--- src/hdl/hmef_pkg.sv ---
`default_nettype none

package hmef_pkg;

  // Descriptor framing
  localparam logic [7:0] MinDescLen     = 8'd2;
  localparam logic [7:0] DescInterface  = 8'd4;
  localparam logic [7:0] DescEndpoint   = 8'd5;
  localparam logic [7:0] IfMinLen       = 8'd9;
  localparam logic [7:0] EpMinLen       = 8'd7;
  localparam logic [7:0] LastCapPos     = 8'd7;

  // Interface class codes
  localparam logic [7:0] ClassHid       = 8'd3;
  localparam logic [7:0] SubclassBoot   = 8'd1;
  localparam logic [7:0] ProtoKeyboard  = 8'd1;
  localparam logic [7:0] ProtoMouse     = 8'd2;
  localparam logic [7:0] ProtoNone      = 8'hFF;

  // Endpoint attribute codes
  localparam logic [7:0] EpDirIn        = 8'h80;
  localparam logic [7:0] EpXferMask     = 8'h03;

  // Interface scores
  localparam logic [1:0] ScoreNone      = 2'd0;
  localparam logic [1:0] ScoreOther     = 2'd1;
  localparam logic [1:0] ScoreBoot      = 2'd2;
  localparam logic [1:0] ScoreBootMouse = 2'd3;

  // Defaults reported when no endpoint is chosen
  localparam logic [15:0] DefPacketSize = 16'd8;
  localparam logic [7:0]  DefInterval   = 8'd10;

  localparam int unsigned CapBytes = 6;

  // Walk state of one descriptor set
  typedef struct packed {
    logic [7:0]                     byte_position;
    logic [7:0]                     descriptor_length;
    logic [7:0]                     descriptor_type;
    logic [CapBytes-1:0][7:0]       captured_bytes;
    logic                           walk_stopped;
    logic [1:0]                     current_score;
    logic [7:0]                     current_protocol;
    logic [7:0]                     current_interface;
    logic                           interface_valid;
    logic [1:0]                     best_score;
    logic [7:0]                     best_protocol;
    logic [7:0]                     best_interface;
    logic [7:0]                     best_endpoint;
    logic [15:0]                    best_packet_size;
    logic [7:0]                     best_interval;
  } hmef_walk_t;

  localparam hmef_walk_t WalkReset = '{
    byte_position:     8'd0,
    descriptor_length: 8'd0,
    descriptor_type:   8'd0,
    captured_bytes:    '0,
    walk_stopped:      1'b0,
    current_score:     ScoreNone,
    current_protocol:  8'd0,
    current_interface: 8'd0,
    interface_valid:   1'b0,
    best_score:        ScoreNone,
    best_protocol:     ProtoNone,
    best_interface:    8'd0,
    best_endpoint:     8'd0,
    best_packet_size:  DefPacketSize,
    best_interval:     DefInterval
  };

  // One result item
  typedef struct packed {
    logic        found;
    logic [7:0]  interface_number;
    logic [7:0]  endpoint_address;
    logic [15:0] max_packet_size;
    logic [7:0]  poll_interval;
    logic [7:0]  interface_protocol;
    logic [1:0]  match_score;
    logic        absolute_pointer;
  } hmef_result_t;

endpackage

`default_nettype wire

--- src/hdl/hmef_walker.sv ---
`default_nettype none

module hmef_walker (
  input  wire logic                  clk,
  input  wire logic                  rst_n,
  input  wire logic                  step,
  input  wire logic [7:0]            data_byte,
  input  wire logic                  last_byte,
  input  wire logic                  hypervisor_present,
  output logic                       res_valid,
  output hmef_pkg::hmef_result_t     res
);

  hmef_pkg::hmef_walk_t st_r;
  hmef_pkg::hmef_walk_t st_upd;
  hmef_pkg::hmef_walk_t st_nxt;
  logic                 finish;
  logic [2:0]           cap_idx;
  logic                 found;

  assign cap_idx = 3'(st_r.byte_position - 8'd2);

  // Walk one byte: frame by length, capture bytes 1..7, judge on the final byte
  always_comb begin
    st_upd = st_r;
    finish = 1'b0;
    if (!st_r.walk_stopped) begin
      if (st_r.byte_position == 8'd0) begin
        st_upd.descriptor_length = data_byte;
        if (data_byte < hmef_pkg::MinDescLen) begin
          st_upd.walk_stopped = 1'b1;
        end else begin
          st_upd.byte_position = 8'd1;
        end
      end else begin
        if (st_r.byte_position == 8'd1) begin
          st_upd.descriptor_type = data_byte;
        end else if (st_r.byte_position <= hmef_pkg::LastCapPos) begin
          st_upd.captured_bytes[cap_idx] = data_byte;
        end
        finish = ({1'b0, st_r.byte_position} + 9'd1) == {1'b0, st_r.descriptor_length};
        if (finish) begin
          st_upd.byte_position = 8'd0;
        end else begin
          st_upd.byte_position = st_r.byte_position + 8'd1;
        end
      end
    end

    // Descriptor complete
    if (finish) begin
      if (st_upd.descriptor_type == hmef_pkg::DescInterface &&
          st_r.descriptor_length >= hmef_pkg::IfMinLen) begin
        st_upd.current_protocol = st_upd.captured_bytes[5];
        st_upd.current_score    = hmef_pkg::ScoreNone;
        st_upd.interface_valid  = 1'b0;
        if (st_upd.captured_bytes[3] == hmef_pkg::ClassHid &&
            st_upd.captured_bytes[5] != hmef_pkg::ProtoKeyboard) begin
          st_upd.interface_valid   = 1'b1;
          st_upd.current_interface = st_upd.captured_bytes[0];
          if (st_upd.captured_bytes[4] == hmef_pkg::SubclassBoot &&
              st_upd.captured_bytes[5] == hmef_pkg::ProtoMouse) begin
            st_upd.current_score = hmef_pkg::ScoreBootMouse;
          end else if (st_upd.captured_bytes[4] == hmef_pkg::SubclassBoot) begin
            st_upd.current_score = hmef_pkg::ScoreBoot;
          end else begin
            st_upd.current_score = hmef_pkg::ScoreOther;
          end
        end
      end else if (st_upd.descriptor_type == hmef_pkg::DescEndpoint &&
                   st_r.descriptor_length >= hmef_pkg::EpMinLen &&
                   st_r.interface_valid && st_r.current_score != hmef_pkg::ScoreNone) begin
        // interrupt-IN endpoint of a strictly better interface
        if ((st_upd.captured_bytes[0] & hmef_pkg::EpDirIn) != 8'd0 &&
            (st_upd.captured_bytes[1] & hmef_pkg::EpXferMask) == hmef_pkg::EpXferMask &&
            st_r.current_score > st_r.best_score) begin
          st_upd.best_score       = st_r.current_score;
          st_upd.best_protocol    = st_r.current_protocol;
          st_upd.best_interface   = st_r.current_interface;
          st_upd.best_endpoint    = st_upd.captured_bytes[0];
          st_upd.best_packet_size = {st_upd.captured_bytes[3], st_upd.captured_bytes[2]};
          st_upd.best_interval    = st_upd.captured_bytes[4];
          if (st_r.current_score == hmef_pkg::ScoreBootMouse) begin
            st_upd.walk_stopped = 1'b1;
          end
        end
      end
    end
  end

  // Result from the state after this byte
  assign found = st_upd.best_score != hmef_pkg::ScoreNone;

  always_comb begin
    res.found              = found;
    res.interface_number   = found ? st_upd.best_interface : st_upd.current_interface;
    res.endpoint_address   = found ? st_upd.best_endpoint : 8'd0;
    res.max_packet_size    = found ? st_upd.best_packet_size : hmef_pkg::DefPacketSize;
    res.poll_interval      = found ? st_upd.best_interval : hmef_pkg::DefInterval;
    res.interface_protocol = found ? st_upd.best_protocol : hmef_pkg::ProtoNone;
    res.match_score        = st_upd.best_score;
    res.absolute_pointer   = found && st_upd.best_protocol != hmef_pkg::ProtoMouse &&
                             hypervisor_present;
  end

  assign res_valid = step && last_byte;

  // Last byte restarts the walk
  always_comb begin
    st_nxt = st_r;
    if (step) begin
      st_nxt = last_byte ? hmef_pkg::WalkReset : st_upd;
    end
  end

  always_ff @(posedge clk) begin
    if (!rst_n) begin
      st_r <= hmef_pkg::WalkReset;
    end else begin
      st_r <= st_nxt;
    end
  end

  // Inside a descriptor the position stays below its length
  a_pos_in_desc: assert property (@(posedge clk) disable iff (!rst_n)
    st_r.byte_position != 8'd0 |-> st_r.byte_position < st_r.descriptor_length)
    else $error("byte position beyond descriptor length");

  // A chosen endpoint is always an IN endpoint
  a_best_is_in: assert property (@(posedge clk) disable iff (!rst_n)
    st_r.best_score != hmef_pkg::ScoreNone |-> st_r.best_endpoint[7])
    else $error("chosen endpoint is not IN");

  // The walk only stops on a short length or a boot mouse match
  a_stop_cause: assert property (@(posedge clk) disable iff (!rst_n)
    st_r.walk_stopped |-> (st_r.best_score == hmef_pkg::ScoreBootMouse ||
                           st_r.descriptor_length < hmef_pkg::MinDescLen))
    else $error("walk stopped without cause");

  // After a result the walk is back at its start
  a_clear_after_last: assert property (@(posedge clk) disable iff (!rst_n)
    res_valid |=> st_r == hmef_pkg::WalkReset)
    else $error("walk state not cleared after last byte");

endmodule

`default_nettype wire

--- src/hdl/hid_mouse_endpoint_finder.sv ---
// HID pointer endpoint finder.
// Input channel (in_valid/in_ready): one byte of a USB configuration descriptor
// set per item, with in_last_byte marking the final byte of the set.
// Result channel (out_valid/out_ready): one item per descriptor set, issued for
// the last byte, carrying the chosen interrupt-IN endpoint of the best HID
// pointer interface (or defaults when none was found).
// Config channel (cfg_valid/cfg_ready): writes hypervisor_present; always ready.
// Write it only while no set is in flight.
// Throughput: one byte per cycle, except while a last byte waits (see below); each
// byte is judged by compare logic between the input register and the
// walk/result registers.
// A result is loaded into the result register when its last byte leaves the
// input register, and shows at out_valid from that register.
// When the result register is full and out_ready is low, bytes other than a
// last byte still flow; a last byte waits in the input register and in_ready
// drops until the result is taken.
// Reset (rst_n low, synchronous) clears the walk, empties both registers and
// clears hypervisor_present.
`default_nettype none

module hid_mouse_endpoint_finder (
  input  wire logic        clk,
  input  wire logic        rst_n,
  input  wire logic        in_valid,
  output logic             in_ready,
  input  wire logic [7:0]  in_data_byte,
  input  wire logic        in_last_byte,
  output logic             out_valid,
  input  wire logic        out_ready,
  output logic             out_found,
  output logic [7:0]       out_interface_number,
  output logic [7:0]       out_endpoint_address,
  output logic [15:0]      out_max_packet_size,
  output logic [7:0]       out_poll_interval,
  output logic [7:0]       out_interface_protocol,
  output logic [1:0]       out_match_score,
  output logic             out_absolute_pointer,
  input  wire logic        cfg_valid,
  output logic             cfg_ready,
  input  wire logic        cfg_hypervisor_present
);

  logic                   hyp_r;
  logic                   s1_valid_r;
  logic                   s1_valid_nxt;
  logic [7:0]             s1_data_r;
  logic                   s1_last_r;
  logic                   s1_go;
  logic                   res_valid;
  hmef_pkg::hmef_result_t res;
  logic                   out_valid_r;
  logic                   out_valid_nxt;
  hmef_pkg::hmef_result_t out_r;

  // Config register
  assign cfg_ready = 1'b1;

  always_ff @(posedge clk) begin
    if (!rst_n) begin
      hyp_r <= 1'b0;
    end else if (cfg_valid && cfg_ready) begin
      hyp_r <= cfg_hypervisor_present;
    end
  end

  // Input register: a last byte waits for room in the result register
  assign s1_go    = s1_valid_r && (!s1_last_r || !out_valid_r || out_ready);
  assign in_ready = !s1_valid_r || s1_go;

  always_comb begin
    s1_valid_nxt = s1_valid_r;
    if (in_ready) begin
      s1_valid_nxt = in_valid;
    end
  end

  always_ff @(posedge clk) begin
    if (!rst_n) begin
      s1_valid_r <= 1'b0;
    end else begin
      s1_valid_r <= s1_valid_nxt;
    end
  end

  always_ff @(posedge clk) begin
    if (in_valid && in_ready) begin
      s1_data_r <= in_data_byte;
      s1_last_r <= in_last_byte;
    end
  end

  hmef_walker u_walker (
    .clk                (clk),
    .rst_n              (rst_n),
    .step               (s1_go),
    .data_byte          (s1_data_r),
    .last_byte          (s1_last_r),
    .hypervisor_present (hyp_r),
    .res_valid          (res_valid),
    .res                (res)
  );

  // Result register
  always_comb begin
    out_valid_nxt = out_valid_r;
    if (res_valid) begin
      out_valid_nxt = 1'b1;
    end else if (out_ready) begin
      out_valid_nxt = 1'b0;
    end
  end

  always_ff @(posedge clk) begin
    if (!rst_n) begin
      out_valid_r <= 1'b0;
    end else begin
      out_valid_r <= out_valid_nxt;
    end
  end

  always_ff @(posedge clk) begin
    if (res_valid) begin
      out_r <= res;
    end
  end

  assign out_valid              = out_valid_r;
  assign out_found              = out_r.found;
  assign out_interface_number   = out_r.interface_number;
  assign out_endpoint_address   = out_r.endpoint_address;
  assign out_max_packet_size    = out_r.max_packet_size;
  assign out_poll_interval      = out_r.poll_interval;
  assign out_interface_protocol = out_r.interface_protocol;
  assign out_match_score        = out_r.match_score;
  assign out_absolute_pointer   = out_r.absolute_pointer;

endmodule

`default_nettype wire

--- config.mk ---
export PLATFORM = sky130hd
export DESIGN_NAME = hid_mouse_endpoint_finder
export DESIGN_NICKNAME = d
export VERILOG_FILES = /design/src/hdl/hmef_pkg.sv /design/src/hdl/hmef_walker.sv /design/src/hdl/hid_mouse_endpoint_finder.sv
export SDC_FILE = /design/constraint.sdc
export NUM_CORES = 1
export LEC_CHECK = 0
export BUFFER_PORTS_ARGS = -buffer_cell sky130_fd_sc_hd__buf_2
export CORE_ASPECT_RATIO = 1.1
export CORE_MARGIN = 2
export CORE_UTILIZATION = 40
export DETAILED_ROUTE_END_ITERATION = 10
export PLACE_DENSITY = 0.67
export SETUP_SLACK_MARGIN = 0.4
export SKIP_LAST_GASP = 1
export SLEW_MARGIN = 20
export SYNTH_ARGS = -nofsm -noshare
export SYNTH_HDL_FRONTEND = slang
export SYNTH_SLANG_ARGS = --single-unit
--- constraint.sdc ---
create_clock -name clk -period 8.4 [get_ports clk]
set_input_delay 2.1 -clock clk [delete_from_list [all_inputs] [get_ports clk]]
set_output_delay 2.1 -clock clk [all_outputs]
set_load 0.1 [all_outputs]
==> metrics <==
status completed; Area Growth Syn to Fin 12.25%; RSZ-0062 raised after global routing no; commonest non-fill, non-tap cell in the layout dfxtp_1; CP arrival 2.90 ns; CP max stage delay 0.34 ns; Residual DRC 0; Post-synth EDFFs 61; sequential area share after synthesis 0.5186; total stage count of the critical path 4; final non-filler cell area 9988 um2; post-CTS setup buffers 0; CTS root buf clkbuf_16; Initial Utilization 0.4051; diodes inserted 0; crit path kind primary input to output port; Async SR Flop Fraction 0; Critical path buffers and inverters 2; Final nets 933; most crowded layer after global routing met2; Critical Path RT 6.30 ns; die width 146.2 um; Primary FF master, synth dfxtp_1; Post-CTS Resized 0; Slew Limit Fails 0; Max IR drop VDD 145.0 uV; DRT iter0 DRCs 622; final hold vios 0; synthesized area per cell 10.07 um2; met1 GRT Util 0.2477; DIE AREA 23460 um2; Cell variety after synth 60; die height 160.4 um; Seq cells post-synth 200; most frequent cells in the layout 139 x dfxtp_1, 68 x buf_2, 66 x nand2_1, 61 x edfxtp_1, 58 x nor2b_1; DP HPWL 13650 um; max-cap violation count 0; P_leak 0.003468 uW; Ys Warns 0; setup TNS 0 ns; final period utilization 0.5958; core area 21970 um2; Total Power 1909 uW; WL final 20930 um; CP Max Fanout 4; Pre-Repair DR Iteration Count 5; gr ovfl total 0; clk_lat worst skew 0.44 ns; ranking of synthesized cells by area dfxtp_1 31%, edfxtp_1 21%, mux2i_1 4.8%; Clock Skews 0.01193 ns; DR vias/cell 5.640; All-Layer GR Usage 0.1789; CTS tree yes; clock sinks 200; cts hold-fix bufs 0; Worst Hold Path Cells 1; fin crit period 5.005 ns; initial antenna violation count 0; crit path cell chain buf_2 > nor2b_1 > nand3_1 > buf_2; Mapped Nets 904; CTS clock-pin slew for the worst setup and hold paths 0.07 ns; routability cong. 0.8833; # setup viols final 0; Num CTS Buffers 17; htree depth 4; f_max 0.1998 GHz; DR vias 6881; PwrDens 191.1 nW/um2; DR WL/cell 17.15 um; Top Ports 70; Reg2Reg Depth 10; IO Port Bufs 68; Placed Area 9404 um2; Yosys top cell area share 0.3127; largest net degree at the start of global routing 90; Rows 57; Synth Instances 884; family with the most delay on the worst path buffers and inverters; met2 global-route usage 0.2828; first-pass GRT wire length 33630 um; Worst setup EP type output port; Syn Std Cell Area 8899 um2; met3 usage 0.03182; number of global-route vias before repair 6443; Slowest-stage cell, CP buf_2; largest buffer count on any clock path 2; Hold Crit Class flop to flop; fraction of layout cells with a size suffix above 1 0.1362; relative slew slack 0.2865; most used cell along the critical path buf_2; Critical Path Start Type primary input; Synth area leader dfxtp_1; Least-Margin Pin Slew 1.068 ns; DRT antenna net count 0
[final timing paths]
| kind | from | end | slack [ns] |
|---|---|---|---|
| setup reg to reg | u_walker.st_r[134] | u_walker.st_r[43] | 3.65 |
| hold / removal | u_walker.st_r[8] | u_walker.st_r[8] | 0.46 |
| setup / recovery | out_ready | in_ready | 3.40 |
| hold reg to reg | u_walker.st_r[8] | u_walker.st_r[8] | 0.46 |
[report_power, final]
part	internal [uW]	switching (uW)
combinational	20.4	66.3
sequential	998	12.3
clock	421	391
[metal layers]
layer	share of wire	vias to the layer above
met4	0.024	0
met3	0.037	36
li1	-	3353
met2	0.46	163
met5	0	-
met1	0.48	3329
[metrics by stage]
stage                     hold WS [ns]  setup slack [ns]    util  instances
after global routing            0.4817             3.290  0.4547       1220
after global placement          0.4436             3.447  0.4281       1189
after CTS                       0.4674             3.400  0.4547       1220
after floorplan                 0.4320             3.226       -        884
final                           0.4640             3.395  0.4547       1220
after detailed placement        0.4458             3.408  0.4281       1189
[flip-flops by register name, indices dropped and copies added, names as in the netlist]
register                flops
out_interface_protocol      8
out_max_packet_size        16
out_interface_number        8
out_absolute_pointer        1
s1_last_r                   1
hyp_r                       1
out_endpoint_address        8
u_walker.st_r             136
out_valid                   1
out_match_score             2
s1_data_r                   8
s1_valid_r                  1
out_found                   1
out_poll_interval           8
[layout make-up]
cell class | count | area [um2]
Inverter | 11 | 41.29
Clock buffer | 17 | 425.4
Multi-Input combinational cell | 603 | 3949
Timing Repair Buffer | 80 | 430.4
Fill cell | 2102 | 11980
Sequential cell | 200 | 4614
Tap cell | 295 | 369.1
Clock inverter | 14 | 158.9
[worst register-to-register path, delay by kind of cell (launching register included)]
family	cells	cell delay [ns]
flops	1	0.62
compound gates	1	0.33
mux	1	0.45
buf+inv	2	0.77
simple gates	5	2.17
fa+ha+maj	1	0.29
[cells in the mapped netlist, types with 4 or more instances]
library cell,number
o31a_1,11
o2bb2ai_1,36
nor3_1,9
ha_1,5
or4_1,13
edfxtp_1,61
nor4b_1,4
a21boi_0,9
buf_2,10
xnor2_1,5
o21ai_1,6
buf_1,5
dfxtp_1,139
o21a_1,4
nand3_1,49
o21ai_0,49
a21oi_1,25
a22o_1,12
mux2i_1,43
and2_1,15
a31oi_1,6
nand4_1,6
nor2b_1,58
nand2_1,66
nand2b_1,6
o22ai_1,17
and3_1,7
inv_1,11
nor2_1,36
a22oi_1,41
or3_1,4
nor4_1,12
a2bb2oi_1,8
xor2_1,4
clkbuf_1,51
[logic make-up (layout without fill, tap and decap cells)]
group / Yosys count / count (layout) / share of synthesized area
AOI/OAI and AO/OA: 240 / 240 / 0.1886
xor gates and xnor gates: 9 / 9 / 0.008858
adders and majority gates: 5 / 5 / 0.007030
buffers and inverters: 81 / 122 / 0.03853
DFF: 200 / 200 / 0.5186
muxes: 45 / 45 / 0.05090
other: 1 / 1 / 0.0004214
and+or+nand+nor: 303 / 303 / 0.1871
Power figures use the tool's default switching activity.
